File: src/rtl/core/json_string_unescape_utf8_unit_defines.svh
// Assertion macros shared by the JSON string unescaper RTL.
`ifndef JSON_STRING_UNESCAPE_UTF8_UNIT_DEFINES_SVH
`define JSON_STRING_UNESCAPE_UTF8_UNIT_DEFINES_SVH

`ifndef SYNTHESIS

// expr must hold at every clock edge out of reset
`define JSU_ASSERT_ALWAYS(label, expr) \
  label: assert property (@(posedge clk) disable iff (rst) (expr)) \
    else $error("jsu: invariant violated");

// cons must hold in the same cycle as ante
`define JSU_ASSERT_SAME(label, ante, cons) \
  label: assert property (@(posedge clk) disable iff (rst) (ante) |-> (cons)) \
    else $error("jsu: implication violated");

// cons must hold in the cycle after ante
`define JSU_ASSERT_NEXT(label, ante, cons) \
  label: assert property (@(posedge clk) disable iff (rst) (ante) |=> (cons)) \
    else $error("jsu: next-cycle check violated");

`else

`define JSU_ASSERT_ALWAYS(label, expr)
`define JSU_ASSERT_SAME(label, ante, cons)
`define JSU_ASSERT_NEXT(label, ante, cons)

`endif

`endif

File: src/rtl/core/jsu_pkg.sv
// Types, constants and decode functions for the JSON string unescaper.
package jsu_pkg;

  localparam int MAX_RES         = 6;
  localparam int RES_IDX_W       = $clog2(MAX_RES);
  localparam int QUEUE_DEPTH_DEF = 4;

  localparam logic [15:0] HIGH_LO = 16'hD800;
  localparam logic [15:0] HIGH_HI = 16'hDBFF;
  localparam logic [15:0] LOW_LO  = 16'hDC00;
  localparam logic [15:0] LOW_HI  = 16'hDFFF;
  localparam logic [20:0] SUPP_BASE = 21'h10000;

  localparam logic [20:0] CP_1B_LIMIT = 21'h00080;
  localparam logic [20:0] CP_2B_LIMIT = 21'h00800;
  localparam logic [20:0] CP_3B_LIMIT = 21'h10000;

  localparam logic [7:0] CH_QUOTE  = 8'h22;
  localparam logic [7:0] CH_BSLASH = 8'h5C;
  localparam logic [7:0] CH_SLASH  = 8'h2F;
  localparam logic [7:0] CH_SPACE  = 8'h20;
  localparam logic [7:0] CH_DIG0   = 8'h30;
  localparam logic [7:0] CH_DIG9   = 8'h39;
  localparam logic [7:0] CH_LOW_A  = 8'h61;
  localparam logic [7:0] CH_LOW_F  = 8'h66;
  localparam logic [7:0] CH_UP_A   = 8'h41;
  localparam logic [7:0] CH_UP_F   = 8'h46;

  localparam logic [7:0] ESC_B = 8'h62;
  localparam logic [7:0] ESC_F = 8'h66;
  localparam logic [7:0] ESC_N = 8'h6E;
  localparam logic [7:0] ESC_R = 8'h72;
  localparam logic [7:0] ESC_T = 8'h74;
  localparam logic [7:0] ESC_U = 8'h75;

  localparam logic [7:0] CTL_BS = 8'h08;
  localparam logic [7:0] CTL_FF = 8'h0C;
  localparam logic [7:0] CTL_LF = 8'h0A;
  localparam logic [7:0] CTL_CR = 8'h0D;
  localparam logic [7:0] CTL_HT = 8'h09;

  typedef enum logic [2:0] {
    PH_IDLE     = 3'd0,
    PH_STR      = 3'd1,
    PH_ESC      = 3'd2,
    PH_HEX1     = 3'd3,
    PH_HIGH     = 3'd4,
    PH_HIGH_ESC = 3'd5,
    PH_HEX2     = 3'd6
  } phase_t;

  typedef enum logic [1:0] {
    KIND_DATA = 2'd0,
    KIND_END  = 2'd1,
    KIND_ERR  = 2'd2
  } kind_t;

  typedef enum logic [2:0] {
    ACT_NONE  = 3'd0,
    ACT_PLAIN = 3'd1,
    ACT_ESC   = 3'd2,
    ACT_CODE  = 3'd3,
    ACT_PAIR  = 3'd4,
    ACT_FAIL  = 3'd5
  } act_t;

  typedef struct packed {
    logic [2:0]      len;
    logic [3:0][7:0] b;
  } utf8_t;

  typedef struct packed {
    logic       ok;
    logic [3:0] val;
  } hex_t;

  typedef struct packed {
    logic       ok;
    logic       is_u;
    logic [7:0] b;
  } esc_t;

  // all results caused by one input byte; only the last one may be non-data
  typedef struct packed {
    logic [MAX_RES-1:0][7:0] b;
    logic [RES_IDX_W-1:0]    cnt;
    kind_t                   tail;
  } rec_t;

  function automatic utf8_t utf8_enc(input logic [20:0] cp);
    utf8_t r;
    r.b = '0;
    if (cp < CP_1B_LIMIT) begin
      r.len  = 3'd1;
      r.b[0] = cp[7:0];
    end else if (cp < CP_2B_LIMIT) begin
      r.len  = 3'd2;
      r.b[0] = {3'b110, cp[10:6]};
      r.b[1] = {2'b10, cp[5:0]};
    end else if (cp < CP_3B_LIMIT) begin
      r.len  = 3'd3;
      r.b[0] = {4'b1110, cp[15:12]};
      r.b[1] = {2'b10, cp[11:6]};
      r.b[2] = {2'b10, cp[5:0]};
    end else begin
      r.len  = 3'd4;
      r.b[0] = {5'b11110, cp[20:18]};
      r.b[1] = {2'b10, cp[17:12]};
      r.b[2] = {2'b10, cp[11:6]};
      r.b[3] = {2'b10, cp[5:0]};
    end
    return r;
  endfunction

  function automatic hex_t hex_dec(input logic [7:0] c);
    hex_t       r;
    logic [7:0] t;
    r.ok = 1'b1;
    t    = 8'h00;
    if (c >= CH_DIG0 && c <= CH_DIG9) begin
      t = c - CH_DIG0;
    end else if (c >= CH_LOW_A && c <= CH_LOW_F) begin
      t = c - CH_LOW_A + 8'd10;
    end else if (c >= CH_UP_A && c <= CH_UP_F) begin
      t = c - CH_UP_A + 8'd10;
    end else begin
      r.ok = 1'b0;
    end
    r.val = t[3:0];
    return r;
  endfunction

  function automatic esc_t esc_map(input logic [7:0] c);
    esc_t r;
    r.ok   = 1'b1;
    r.is_u = 1'b0;
    r.b    = c;
    unique case (c)
      CH_QUOTE, CH_BSLASH, CH_SLASH: r.b = c;
      ESC_B: r.b = CTL_BS;
      ESC_F: r.b = CTL_FF;
      ESC_N: r.b = CTL_LF;
      ESC_R: r.b = CTL_CR;
      ESC_T: r.b = CTL_HT;
      ESC_U: r.is_u = 1'b1;
      default: r.ok = 1'b0;
    endcase
    return r;
  endfunction

endpackage

File: src/rtl/core/jsu_in_if.sv
// Input byte channel: valid/ready handshake carrying one JSON text byte.
interface jsu_in_if;
  logic       valid;
  logic       ready;
  logic [7:0] in_byte;

  modport source (output valid, output in_byte, input ready);
  modport sink   (input valid, input in_byte, output ready);
endinterface

File: src/rtl/core/jsu_out_if.sv
// Result channel: valid/ready handshake carrying one decoded result.
interface jsu_out_if;
  logic       valid;
  logic       ready;
  logic [7:0] out_byte;
  logic [1:0] kind;
  logic       last;

  modport source (output valid, output out_byte, output kind, output last, input ready);
  modport sink   (input valid, input out_byte, input kind, input last, output ready);
endinterface

File: src/rtl/core/jsu_front.sv
// Front end: accepts text bytes, runs the unescape state machine, builds result records.
`include "json_string_unescape_utf8_unit_defines.svh"

module jsu_front (
  input  logic           clk,
  input  logic           rst,
  jsu_in_if.sink         in_ch,
  input  logic           q_ready,
  output logic           rec_valid,
  output jsu_pkg::rec_t  rec
);
  import jsu_pkg::*;

  phase_t      phase, phase_next;
  logic [1:0]  hex_count, hex_count_next;
  logic [15:0] hex_accum, hex_accum_next;
  logic [15:0] pending_high, pending_high_next;

  logic        accept;
  act_t        act;
  logic        flush;
  hex_t        hx;
  esc_t        es;
  logic [15:0] accum_shift;
  logic        acc_is_high;
  logic        acc_is_low;
  logic [20:0] pair_cp;
  utf8_t       u_hi;
  utf8_t       u_main;
  logic        put_one;
  logic [7:0]  one_byte;
  logic        put_main;
  kind_t       tail;
  logic        go_idle;
  logic [7:0][7:0] rb;
  logic [2:0]  n;

  assign in_ch.ready = q_ready && !rst;
  assign accept      = in_ch.valid && in_ch.ready;

  assign hx          = hex_dec(in_ch.in_byte);
  assign es          = esc_map(in_ch.in_byte);
  assign accum_shift = {hex_accum[11:0], hx.val};
  assign acc_is_high = (accum_shift >= HIGH_LO) && (accum_shift <= HIGH_HI);
  assign acc_is_low  = (accum_shift >= LOW_LO) && (accum_shift <= LOW_HI);
  assign pair_cp     = SUPP_BASE + {1'b0, pending_high[9:0], accum_shift[9:0]};
  assign u_hi        = utf8_enc({5'd0, pending_high});
  assign u_main      = utf8_enc((act == ACT_PAIR) ? pair_cp : {5'd0, accum_shift});

  // classify the byte against the current phase
  always_comb begin
    act   = ACT_NONE;
    flush = 1'b0;
    unique case (phase)
      PH_IDLE: begin
        if (in_ch.in_byte != CH_QUOTE) act = ACT_FAIL;
      end
      PH_STR: act = ACT_PLAIN;
      PH_ESC: act = ACT_ESC;
      PH_HEX1, PH_HEX2: begin
        if (!hx.ok) begin
          flush = (phase == PH_HEX2);
          act   = ACT_FAIL;
        end else if (hex_count == 2'd3) begin
          if (phase == PH_HEX1) begin
            act = ACT_CODE;
          end else if (acc_is_low) begin
            act = ACT_PAIR;
          end else begin
            // held high not followed by a low: emit it, then treat as fresh escape
            flush = 1'b1;
            act   = ACT_CODE;
          end
        end
      end
      PH_HIGH: begin
        if (in_ch.in_byte != CH_BSLASH) begin
          flush = 1'b1;
          act   = ACT_PLAIN;
        end
      end
      PH_HIGH_ESC: begin
        if (in_ch.in_byte != ESC_U) begin
          flush = 1'b1;
          act   = ACT_ESC;
        end
      end
      default: act = ACT_FAIL;
    endcase
  end

  // what the chosen action emits
  always_comb begin
    put_one  = 1'b0;
    one_byte = in_ch.in_byte;
    put_main = 1'b0;
    tail     = KIND_DATA;
    go_idle  = 1'b0;
    case (act)
      ACT_PLAIN: begin
        if (in_ch.in_byte == CH_QUOTE) begin
          tail    = KIND_END;
          go_idle = 1'b1;
        end else if (in_ch.in_byte == CH_BSLASH) begin
          put_one = 1'b0;
        end else if (in_ch.in_byte < CH_SPACE) begin
          tail    = KIND_ERR;
          go_idle = 1'b1;
        end else begin
          put_one = 1'b1;
        end
      end
      ACT_ESC: begin
        if (!es.is_u) begin
          if (!es.ok) begin
            tail    = KIND_ERR;
            go_idle = 1'b1;
          end else begin
            put_one  = 1'b1;
            one_byte = es.b;
          end
        end
      end
      ACT_CODE: put_main = !acc_is_high;
      ACT_PAIR: put_main = 1'b1;
      ACT_FAIL: begin
        tail    = KIND_ERR;
        go_idle = 1'b1;
      end
      default: put_main = 1'b0;
    endcase
  end

  // next state
  always_comb begin
    phase_next        = phase;
    hex_count_next    = hex_count;
    hex_accum_next    = hex_accum;
    pending_high_next = pending_high;
    if (go_idle) begin
      phase_next        = PH_IDLE;
      hex_count_next    = '0;
      hex_accum_next    = '0;
      pending_high_next = '0;
    end else begin
      unique case (act)
        ACT_NONE: begin
          unique case (phase)
            PH_IDLE: phase_next = PH_STR;
            PH_HEX1, PH_HEX2: begin
              hex_count_next = hex_count + 2'd1;
              hex_accum_next = accum_shift;
            end
            PH_HIGH: phase_next = PH_HIGH_ESC;
            PH_HIGH_ESC: begin
              phase_next     = PH_HEX2;
              hex_count_next = '0;
              hex_accum_next = '0;
            end
            default: phase_next = phase;
          endcase
        end
        ACT_PLAIN: begin
          pending_high_next = '0;
          phase_next = (in_ch.in_byte == CH_BSLASH) ? PH_ESC : PH_STR;
        end
        ACT_ESC: begin
          pending_high_next = '0;
          if (es.is_u) begin
            phase_next     = PH_HEX1;
            hex_count_next = '0;
            hex_accum_next = '0;
          end else begin
            phase_next = PH_STR;
          end
        end
        ACT_CODE: begin
          hex_count_next = '0;
          hex_accum_next = '0;
          if (acc_is_high) begin
            pending_high_next = accum_shift;
            phase_next        = PH_HIGH;
          end else begin
            pending_high_next = '0;
            phase_next        = PH_STR;
          end
        end
        ACT_PAIR: begin
          pending_high_next = '0;
          hex_count_next    = '0;
          hex_accum_next    = '0;
          phase_next        = PH_STR;
        end
        default: phase_next = phase;
      endcase
    end
  end

  // pack results: held high first, then the main value, then a single byte or tail
  always_comb begin
    rb = '0;
    n  = '0;
    if (flush) begin
      for (int i = 0; i < 3; i++) rb[3'(i)] = u_hi.b[i];
      n = 3'd3;
    end
    if (put_main) begin
      for (int i = 0; i < 4; i++) begin
        if (3'(i) < u_main.len) rb[3'(n + 3'(i))] = u_main.b[i];
      end
      n = n + u_main.len;
    end
    if (put_one) begin
      rb[n] = one_byte;
      n     = n + 3'd1;
    end
    if (tail != KIND_DATA) begin
      rb[n] = 8'h00;
      n     = n + 3'd1;
    end
    rec.b     = rb[MAX_RES-1:0];
    rec.cnt   = n;
    rec.tail  = tail;
    rec_valid = accept && (n != 3'd0);
  end

  always_ff @(posedge clk) begin
    if (rst) begin
      phase        <= PH_IDLE;
      hex_count    <= '0;
      hex_accum    <= '0;
      pending_high <= '0;
    end else if (accept) begin
      phase        <= phase_next;
      hex_count    <= hex_count_next;
      hex_accum    <= hex_accum_next;
      pending_high <= pending_high_next;
    end
  end

  `JSU_ASSERT_SAME(a_idle_clean, phase == PH_IDLE,
    (pending_high == '0) && (hex_count == '0) && (hex_accum == '0))
  `JSU_ASSERT_SAME(a_held_is_high,
    (phase == PH_HIGH) || (phase == PH_HIGH_ESC) || (phase == PH_HEX2),
    (pending_high >= HIGH_LO) && (pending_high <= HIGH_HI))
  `JSU_ASSERT_NEXT(a_idle_error_stays,
    accept && (phase == PH_IDLE) && (in_ch.in_byte != CH_QUOTE), phase == PH_IDLE)

endmodule

File: src/rtl/core/jsu_queue.sv
// Record queue between the front end and the serializer.
`include "json_string_unescape_utf8_unit_defines.svh"

module jsu_queue #(
  parameter int DEPTH = jsu_pkg::QUEUE_DEPTH_DEF
) (
  input  logic           clk,
  input  logic           rst,
  input  logic           push,
  input  jsu_pkg::rec_t  rec_in,
  output logic           ready,
  input  logic           pop,
  output logic           valid,
  output jsu_pkg::rec_t  head
);
  import jsu_pkg::*;

  localparam int PTR_W = (DEPTH > 1) ? $clog2(DEPTH) : 1;
  localparam int CNT_W = $clog2(DEPTH + 1);

  rec_t             mem [DEPTH];
  logic [PTR_W-1:0] wr_ptr, rd_ptr;
  logic [CNT_W-1:0] cnt;

  assign ready = (cnt != CNT_W'(DEPTH));
  assign valid = (cnt != '0);
  assign head  = mem[rd_ptr];

  always_ff @(posedge clk) begin
    if (push) mem[wr_ptr] <= rec_in;
  end

  always_ff @(posedge clk) begin
    if (rst) begin
      wr_ptr <= '0;
      rd_ptr <= '0;
      cnt    <= '0;
    end else begin
      if (push) wr_ptr <= (wr_ptr == PTR_W'(DEPTH - 1)) ? '0 : wr_ptr + 1'b1;
      if (pop)  rd_ptr <= (rd_ptr == PTR_W'(DEPTH - 1)) ? '0 : rd_ptr + 1'b1;
      case ({push, pop})
        2'b10:   cnt <= cnt + 1'b1;
        2'b01:   cnt <= cnt - 1'b1;
        default: cnt <= cnt;
      endcase
    end
  end

  `JSU_ASSERT_ALWAYS(a_cnt_bound, cnt <= CNT_W'(DEPTH))
  `JSU_ASSERT_SAME(a_no_overflow, push, cnt != CNT_W'(DEPTH))
  `JSU_ASSERT_NEXT(a_push_grows, push && !pop, cnt == $past(cnt) + 1'b1)

endmodule

File: src/rtl/core/jsu_back.sv
// Back end: walks the head record and presents one result per transaction.
module jsu_back (
  input  logic           clk,
  input  logic           rst,
  input  logic           q_valid,
  input  jsu_pkg::rec_t  head,
  output logic           pop,
  jsu_out_if.source      out_ch
);
  import jsu_pkg::*;

  logic [RES_IDX_W-1:0] idx;
  logic                 is_last;
  logic                 accept;

  assign is_last = (idx == head.cnt - 1'b1);
  assign accept  = out_ch.valid && out_ch.ready;
  assign pop     = accept && is_last;

  assign out_ch.valid    = q_valid;
  assign out_ch.out_byte = head.b[idx];
  assign out_ch.kind     = is_last ? head.tail : KIND_DATA;
  assign out_ch.last     = is_last;

  always_ff @(posedge clk) begin
    if (rst) begin
      idx <= '0;
    end else if (accept) begin
      idx <= is_last ? '0 : idx + 1'b1;
    end
  end

endmodule

File: src/rtl/core/json_string_unescape_utf8_unit.sv
// Top level of the JSON string unescaper with UTF-8 output.
// in_ch takes one byte of JSON text per transaction (valid/ready). out_ch
// gives results one per transaction: out_byte with kind 0 is a decoded UTF-8
// byte, kind 1 marks a closing quote, kind 2 a syntax error; last flags the
// final result caused by an input byte. A byte may cause no result (opening
// quote, backslash, hex digits) or up to six (a held high surrogate flushed
// ahead of the next value).
// A byte's records enter the queue when it is accepted; its first result
// is offered from the queue head. Throughput, while out_ch.ready is high:
// one result out per cycle, and one input byte per cycle while each byte
// yields at most one result; a byte with k results takes k transactions.
// A queue of QUEUE_DEPTH per-byte records between decoder and serializer
// absorbs those bursts; in_ch.ready drops only when it is full or in
// reset. When the receiver stalls, the current result holds and the queue
// fills; the decoder keeps accepting until then.
// Reset (rst, synchronous) returns the decoder to idle outside any string,
// empties the queue and holds in_ch.ready low while asserted.
module json_string_unescape_utf8_unit #(
  parameter int QUEUE_DEPTH = jsu_pkg::QUEUE_DEPTH_DEF
) (
  input  logic      clk,
  input  logic      rst,
  jsu_in_if.sink    in_ch,
  jsu_out_if.source out_ch
);
  import jsu_pkg::*;

  logic rec_valid;
  rec_t rec;
  logic q_ready;
  logic q_valid;
  rec_t head;
  logic pop;

  jsu_front u_front (
    .clk       (clk),
    .rst       (rst),
    .in_ch     (in_ch),
    .q_ready   (q_ready),
    .rec_valid (rec_valid),
    .rec       (rec)
  );

  jsu_queue #(
    .DEPTH (QUEUE_DEPTH)
  ) u_queue (
    .clk    (clk),
    .rst    (rst),
    .push   (rec_valid),
    .rec_in (rec),
    .ready  (q_ready),
    .pop    (pop),
    .valid  (q_valid),
    .head   (head)
  );

  jsu_back u_back (
    .clk     (clk),
    .rst     (rst),
    .q_valid (q_valid),
    .head    (head),
    .pop     (pop),
    .out_ch  (out_ch)
  );

endmodule

File: src/flat_wrapper.sv
// flat-port wrapper written by rule: the top's interface ports become plain ports
module json_string_unescape_utf8_unit_flat import jsu_pkg::*;
#(
  parameter int QUEUE_DEPTH = jsu_pkg::QUEUE_DEPTH_DEF
)
  (clk, rst, in_ch_valid, in_ch_in_byte, in_ch_ready, out_ch_valid, out_ch_out_byte, out_ch_kind, out_ch_last, out_ch_ready);
  jsu_in_if in_ch_i ();
  jsu_out_if out_ch_i ();
  input  logic clk;
  input  logic rst;
  input wire logic [$bits(in_ch_i.valid)-1:0] in_ch_valid;
  input wire logic [$bits(in_ch_i.in_byte)-1:0] in_ch_in_byte;
  output wire logic [$bits(in_ch_i.ready)-1:0] in_ch_ready;
  output wire logic [$bits(out_ch_i.valid)-1:0] out_ch_valid;
  output wire logic [$bits(out_ch_i.out_byte)-1:0] out_ch_out_byte;
  output wire logic [$bits(out_ch_i.kind)-1:0] out_ch_kind;
  output wire logic [$bits(out_ch_i.last)-1:0] out_ch_last;
  input wire logic [$bits(out_ch_i.ready)-1:0] out_ch_ready;
  assign in_ch_i.valid = in_ch_valid;
  assign in_ch_i.in_byte = in_ch_in_byte;
  assign in_ch_ready = in_ch_i.ready;
  assign out_ch_valid = out_ch_i.valid;
  assign out_ch_out_byte = out_ch_i.out_byte;
  assign out_ch_kind = out_ch_i.kind;
  assign out_ch_last = out_ch_i.last;
  assign out_ch_i.ready = out_ch_ready;
  json_string_unescape_utf8_unit #(.QUEUE_DEPTH(QUEUE_DEPTH)) u_core (.clk(clk), .rst(rst), .in_ch(in_ch_i), .out_ch(out_ch_i));
endmodule
File: config.mk
export PLATFORM = sky130hd
export DESIGN_NAME = json_string_unescape_utf8_unit_flat
export DESIGN_NICKNAME = d
export VERILOG_FILES = /design/src/rtl/core/jsu_pkg.sv /design/src/rtl/core/jsu_in_if.sv /design/src/rtl/core/jsu_out_if.sv /design/src/rtl/core/jsu_front.sv /design/src/rtl/core/jsu_queue.sv /design/src/rtl/core/jsu_back.sv /design/src/rtl/core/json_string_unescape_utf8_unit.sv /design/src/flat_wrapper.sv
export VERILOG_INCLUDE_DIRS = /design/src /design/src/rtl/core
export SDC_FILE = /design/constraint.sdc
export NUM_CORES = 1
export LEC_CHECK = 0
export BUFFER_PORTS_ARGS = -buffer_cell sky130_fd_sc_hd__buf_2
export CAP_MARGIN = 0
export CORE_MARGIN = 2
export CORE_UTILIZATION = 35
export CTS_CLUSTER_SIZE = 28
export DETAILED_ROUTE_END_ITERATION = 10
export PLACE_DENSITY = 0.52
export SLEW_MARGIN = 0
export SYNTH_ARGS = -nofsm -noshare
export SYNTH_HDL_FRONTEND = slang
export SYNTH_SLANG_ARGS = --single-unit
File: constraint.sdc
create_clock -name clk -period 15 [get_ports clk]
set_input_delay 3 -clock clk [delete_from_list [all_inputs] [get_ports clk]]
set_output_delay 3 -clock clk [all_outputs]
set_load 0.05 [all_outputs]
==> flow_metrics.py, run 1 <==
metrics = {
    "routing": {
        "dr.pass1.iters": 5,
        "drt_wl_total_um": 31600,
        "via_per_inst": 5.62,
        "routed-via-count": 8026,
        "antenna_left": 0,
        "drcViolationCount": 0,
        "avgRoutedWirePerCell_um": 22.1,
        "drtIter0Drc": 648,
    },
    "sta": {
        "fin_crit_ns": 9.23,
        "rsz0062_at_grt": "false",
        "fin_crit_sh_pct": 61.6,
        "maxSlewHeadroom_pct": 31.6,
        "hold_viol_final": 0,
        "skew_ns": 0.0233,
        "fmax_ghz": 0.108,
        "tightest_slew_ns": 1.02,
        "timing.hold.ws_ns": 0.471,
        "finalSetupTns_ns": 0,
        "drv_slew": 0,
        "setup_viol": 0,
    },
    "setup_path": {
        "worstSetupEndpointType": "flop",
        "reg2regPathDepth": 23,
        "required_ns": 15.47,
        "cp_max_fo": 12,
        "rrSetupSlack_ns": 7.74,
        "cp-start-kind": "input pin",
        "rr_startpoint": "u_core.u_front.phase[2]$_SDFFE_PP0P_",
        "crit_arrival_ns": 9.70,
        "critPathKind": "input pin to flop",
        "r2r-end": "u_core.u_queue.cnt[2]$_SDFFE_PP0P_",
    },
    "yosys": {
        "yosysSeqAreaShare_pct": 58.9,
        "yosys-top-cells-area": "edfxtp_1 (52%), mux4_2 (11%), dfxtp_1 (7.3%)",
        "synth_top_area_share_pct": 51.6,
        "ys.warnings.count": 0,
        "synthMostInstantiatedCell": "edfxtp_1",
        "synth.largest_area_cell": "edfxtp_1",
        "yosys.cell_types.count": 77,
        "netlist_instances": 925,
        "postSynth.asyncResetShare_pct": 0,
        "avgSynthCellArea_um2": 13.3,
        "synth_seq_cells": 257,
        "synth_edf_count": 212,
        "ys.flop_type": "edfxtp_1",
        "netlist_area_mm2": 0.0123,
        "synthTopCellsByCount": "edfxtp_1 (212), nor2_1 (65), mux4_2 (61)",
    },
    "clocking": {
        "clk_latency_ns": 0.55,
        "cts-hold-fix-buffers": 0,
        "cts.sinks": 257,
        "cts_root_buffer": "clkbuf_16",
        "h-tree-depth": 1,
        "cts_buffer_depth": 3,
        "cts_tree": "built",
        "cts_made_buffers": 27,
        "cts-resized-gates": 0,
        "clk_pin_slew_ns": 0.07,
        "cts_setup_buffers": 0,
    },
    "layout": {
        "n_fill_cell": 3287,
        "drive_above_1_share_pct": 17.9,
        "nets": 984,
        "diodes": 0,
        "area_delta_synth_final_pct": 12.1,
        "fin_area_mm2": 0.0138,
    },
    "placement": {
        "place_area_mm2": 0.0130,
        "port_buffers": 24,
        "dp_hpwl_um": 20800,
        "gp_congestion": 0.924,
    },
    "power_and_ir_drop": {
        "cellPowerDensity_mw_per_mm2": 110,
        "peakVddDrop_uv": 80.9,
        "power_mw": 1.52,
        "p_leak_nw": 4.63,
    },
    "run": {
        "drv_cap": 0,
    },
    "floorplan": {
        "core_area_mm2": 0.0346,
        "die_area_mm2": 0.0368,
        "die_h_um": 192,
        "ios": 25,
        "initial_core_util_pct": 35.6,
        "rows": 68,
        "die_x_um": 192,
    },
    "outcome": {
        "status": "finished, final reports clean",
    },
    "min_path": {
        "min_to": "u_core.u_front.hex_count[1]$_SDFFE_PP0P_",
        "hold_path.class": "flop to flop",
        "hold_path_startpoint": "u_core.u_front.hex_count[1]$_SDFFE_PP0P_",
        "min_path_cells": 2,
    },
    "global_routing": {
        "grt_pass1_vias": 7913,
        "grt_max_degree": 54,
        "grt_pass1_wl_um": 48400,
        "antenna_found_initial": 0,
        "grt_overflow": 0,
        "grt_usage_pct": 17.3,
    },
}
## power breakdown
group          leakage (nW)  internal [mW]  total (mW)  switching [mW]
clock network         0.411          0.356       0.630           0.274
registers              2.43          0.778       0.784         0.00605
logic                  1.79         0.0354       0.102          0.0662
total                  4.63           1.17        1.52           0.346
## metrics by stage
step / worst slack (ns) / util (%) / std cells
6_report: 5.77 / 39.9 / 1427
5_1_grt: 5.11 / 39.9 / 1427
4_1_cts: 5.77 / 39.9 / 1427
3_5_place_dp: 5.21 / 37.5 / 1378
3_3_place_gp: 5.41 / 37.5 / 1378
2_1_floorplan: 3.43 / - / 940
## worst max-delay path by stage
stage,from,to
after detailed placement,in_ch_in_byte[0],u_core.u_queue.cnt[2]$_SDFFE_PP0P_
final,in_ch_in_byte[0],u_core.u_queue.cnt[2]$_SDFFE_PP0P_
after CTS,in_ch_in_byte[0],u_core.u_queue.cnt[2]$_SDFFE_PP0P_
after floorplan,in_ch_in_byte[0],u_core.u_queue.mem[0][0]$_DFFE_PP_
after global placement,in_ch_in_byte[0],u_core.u_queue.cnt[2]$_SDFFE_PP0P_
after global routing,in_ch_in_byte[1],u_core.u_queue.cnt[2]$_SDFFE_PP0P_
## cell usage in the layout, fill, tap and decap left out, types with 19 or more instances in the layout
cell       Yosys  routed
a21oi_1       58      58
buf_2         13      24
clkbuf_16      0      28
dfxtp_1       45      43
edfxtp_1     212     212
ha_1          19      19
inv_1         26      26
mux2i_1       20      20
mux4_2        61      61
nand2_1       39      39
nand2b_1      23      23
nand3_1       32      32
nor2_1        65      65
nor3_1        22      22
o21ai_0       40      40
o22ai_1       19      19
## kinds of logic (layout without fill, tap and decap cells)
logic type,count (synthesis),in the layout,share of synthesized area (%)
compound gates,210,210,11.3
fa+ha+maj,20,20,2.09
flops,257,257,58.9
buf+inv,84,116,2.84
simple gates,256,256,10.9
other cells,1,16,0.0304
xor+xnor,12,12,0.851
mux,85,85,13.1
## layer usage
metal	up-vias	track usage (%)	part of all wire, %
met5	-	0	0
met4	0	3.96	2.2
met3	44	1.97	4.5
met2	217	28.9	49
met1	4068	24.3	45
li1	3697	-	-
## sequential cells by signal, summed over array words and instances (netlist names), named ones only
name                         flops
u_core.u_back.idx                3
u_core.u_front.hex_accum        12
u_core.u_front.hex_count         2
u_core.u_front.pending_high     16
u_core.u_front.phase             3
u_core.u_queue.cnt               3
u_core.u_queue.mem             212
u_core.u_queue.rd_ptr            2
u_core.u_queue.wr_ptr            2
## worst max-delay path, cell delays in order
cell and delay, ns:
buf_2 0.14, inv_1 0.14, ha_1 0.18, o21bai_1 0.11, a2111oi_2 0.37, buf_4 0.24
o211ai_1 0.29, o21a_1 0.31, nor2_1 0.44, a21oi_1 0.14, ha_1 0.33, a21oi_1 0.62
inv_1 0.11, ha_1 0.33, mux2_2 0.27, ha_1 0.19, o31ai_1 0.07, o211ai_1 0.12
a211o_1 0.36, a21oi_1 0.47, or2_1 0.17, ha_1 0.17, inv_1 0.07, fa_1 0.42
xor2_1 0.16, or3_1 0.31, a21oi_1 0.14
## cell type report
cell class                 count  area (µm²)  share of cell area, %
timing repair buffer          40         240                   1.74
clock buffer                  39         766                   5.54
inverter                      27         101                  0.733
tap                          455         569                   4.12
multi-input combinational    599        4810                   34.8
clock inverter                10        68.8                  0.498
sequential                   257        7270                   52.6
No activity file was read; power rests on OpenSTA's default activity.
==> inputs of run 2 (changes only) <==
==> constraint.sdc (replaced) <==
create_clock -name clk -period 9.6 [get_ports clk]
set_input_delay 1.92 -clock clk [delete_from_list [all_inputs] [get_ports clk]]
set_output_delay 1.92 -clock clk [all_outputs]
set_load 0.05 [all_outputs]
==> flow_metrics.py, run 2 (synthesized netlist as in run 1, its figures left out) <==
metrics = {
    "setup_path": {
        "crit_start": "in_ch_in_byte[3]",
        "cp_max_fo": 16,
        "critPathKind": "input pin to flop",
        "cp_slowest_cell": "a2111oi_0",
        "critPathBufInv": 2,
        "worstPathCellList": "buf_2, or4b_4, or3_1, a2111oi_0, nor2_1, nor3_2, nor2_1, ha_1, xnor2_1, o21ai_0, ha_1, mux2_2, ha_1, o31ai_1, o211ai_1, a211o_1, a21oi_1, or2_1, ha_1, inv_1, fa_1, xor2_1, or3_1, a21oi_1",
        "crit_arrival_ns": 8.36,
        "cp.depth": 24,
        "required_ns": 10.06,
        "reg2regPathDepth": 24,
        "worstSetupEndpointType": "flop",
        "rrSetupSlack_ns": 2.71,
        "cp-start-kind": "input pin",
        "worstSetupEndpoint": "u_core.u_queue.cnt[2]$_SDFFE_PP0P_",
        "max_stage_delay_ns": 0.60,
        "rr_startpoint": "u_core.u_front.phase[2]$_SDFFE_PP0P_",
        "critical-path-top-delay-family": "simple AND/OR/NAND/NOR gates",
        "r2r-end": "u_core.u_queue.cnt[2]$_SDFFE_PP0P_",
        "timing.critical_path.mode_cell": "ha_1",
    },
    "placement": {
        "dpl_worst_slack_ns": 1.27,
        "place_area_mm2": 0.0130,
        "port_buffers": 24,
        "gp_congestion": 0.933,
        "dp_hpwl_um": 20900,
    },
    "power_and_ir_drop": {
        "p_leak_nw": 4.65,
        "cellPowerDensity_mw_per_mm2": 173,
        "peakVddDrop_uv": 116,
        "power_mw": 2.39,
    },
    "floorplan": {
        "die_h_um": 192,
        "die_x_um": 192,
        "die_area_mm2": 0.0368,
        "rows": 68,
        "core_area_mm2": 0.0346,
        "initial_core_util_pct": 35.6,
        "ios": 25,
    },
    "layout": {
        "drive_above_1_share_pct": 17.9,
        "largest_register": "u_core.u_queue.mem",
        "largest_reg_flops": 212,
        "n_fill_cell": 3229,
        "fin_area_mm2": 0.0139,
        "nets": 984,
        "final_common_cell": "edfxtp_1",
        "diodes": 0,
        "mostFrequentLayoutCells": "edfxtp_1 (212), nor2_1 (65), mux4_2 (61), a21oi_1 (58), dfxtp_1 (43)",
        "seq_area_mm2": 0.00727,
        "largest_registers": "u_core.u_queue.mem (212), u_core.u_front.pending_high (16), u_core.u_front.hex_accum (12)",
        "multiInputGateArea_mm2": 0.00481,
        "post-route-util_pct": 40.0,
        "area_delta_synth_final_pct": 12.3,
    },
    "sta": {
        "setup_viol": 0,
        "fin_crit_ns": 7.90,
        "tightest_slew_ns": 1.20,
        "fin_ws_ns": 1.70,
        "drv_slew": 0,
        "skew_ns": 0.0157,
        "rsz0062_at_grt": "false",
        "fin_crit_sh_pct": 82.2,
        "timing.hold.ws_ns": 0.474,
        "hold_viol_final": 0,
        "maxSlewHeadroom_pct": 19.4,
        "fmax_ghz": 0.127,
    },
    "global_routing": {
        "grt_usage_pct": 17.3,
        "grt_pass1_wl_um": 48300,
        "grt_pass1_vias": 8048,
        "grt_max_degree": 54,
        "grt_overflow": 0,
        "antenna_found_initial": 0,
    },
    "routing": {
        "dr.pass1.iters": 6,
        "routed-via-count": 8004,
        "avgRoutedWirePerCell_um": 22.0,
        "antenna_left": 0,
        "via_per_inst": 5.61,
        "drt_wl_total_um": 31400,
        "drtIter0Drc": 693,
        "drcViolationCount": 0,
    },
    "min_path": {
        "hold_path_startpoint": "u_core.u_front.hex_count[1]$_SDFFE_PP0P_",
        "hold_path.class": "flop to flop",
        "min_path_cells": 2,
    },
    "clocking": {
        "clk_pin_slew_ns": 0.07,
        "cts_setup_buffers": 0,
        "cts_root_buffer": "clkbuf_16",
        "cts.sinks": 257,
        "cts_tree": "built",
        "h-tree-depth": 1,
        "cts-resized-gates": 0,
        "cts_made_buffers": 27,
        "cts_buffer_depth": 3,
        "cts-hold-fix-buffers": 0,
        "clk_latency_ns": 0.55,
    },
    "run": {
        "drv_cap": 0,
    },
    "outcome": {
        "status": "finished, final reports clean",
    },
}
==> run 2: cell count changes in the layout (fill, tap and decap cells not counted), sizes merged <==
cell    previous run  this run
bufinv             0         2
clkbuf            39        33
clkinv             8        14
inv               28        27
==> run 2: per-stage QoR <==
stage	instances	setup TNS, ns
after CTS	1428	0
after detailed placement	1378	0
final	1428	0
after floorplan	940	-188.57
after global routing	1428	0
after global placement	1378	0
==> run 2: worst min path at each step <==
stage | to | slack [ns]
after floorplan | u_core.u_front.hex_count[1]$_SDFFE_PP0P_ | 0.45
after global routing | u_core.u_front.hex_count[1]$_SDFFE_PP0P_ | 0.51
final | u_core.u_front.hex_count[1]$_SDFFE_PP0P_ | 0.47
after CTS | u_core.u_front.hex_count[1]$_SDFFE_PP0P_ | 0.48
after detailed placement | u_core.u_front.hex_count[1]$_SDFFE_PP0P_ | 0.47
after global placement | u_core.u_front.hex_count[1]$_SDFFE_PP0P_ | 0.46
==> run 2: cell type report <==
cell class,instances,share of cell area [%]
clock buffers,33,5.19
inverters,27,0.731
clock inverters,17,1.05
flip-flops and latches,257,52.5
repair buffers,40,1.73
well taps,455,4.11
multi-input cells,599,34.7
==> run 2: worst register-to-register path, stage by stage, from the launching register on <==
cell and delay [ns]:
dfxtp_1 0.65, nand2b_1 0.35, nor4_1 0.55, o211ai_1 0.41, o21a_1 0.32, nor2_1 0.42, a21oi_1 0.14, ha_1 0.33
a21oi_1 0.13, buf_4 0.19, inv_1 0.06, ha_1 0.30, mux2_2 0.28, ha_1 0.19, o31ai_1 0.07, o211ai_1 0.12
a211o_1 0.37, a21oi_1 0.49, or2_1 0.18, ha_1 0.17, inv_1 0.07, fa_1 0.43, xor2_1 0.16, or3_1 0.31
a21oi_1 0.14
==> run 2: metal layers <==
metal,vias up,global-route usage (%),routed length [µm],part of all wire (%)
met5,-,0,0,0
met4,0,5.62,1040,3.3
met3,70,2.28,1590,5.1
met2,270,27.7,14500,46
met1,3968,24.5,14300,46
li1,3696,-,-,-
==> run 2: report_power, final <==
part / internal, mW / leakage [nW] / switching (mW)
clock network: 0.588 / 0.426 / 0.423
logic: 0.0554 / 1.79 / 0.103
registers: 1.22 / 2.43 / 0.00964
total: 1.86 / 4.65 / 0.536
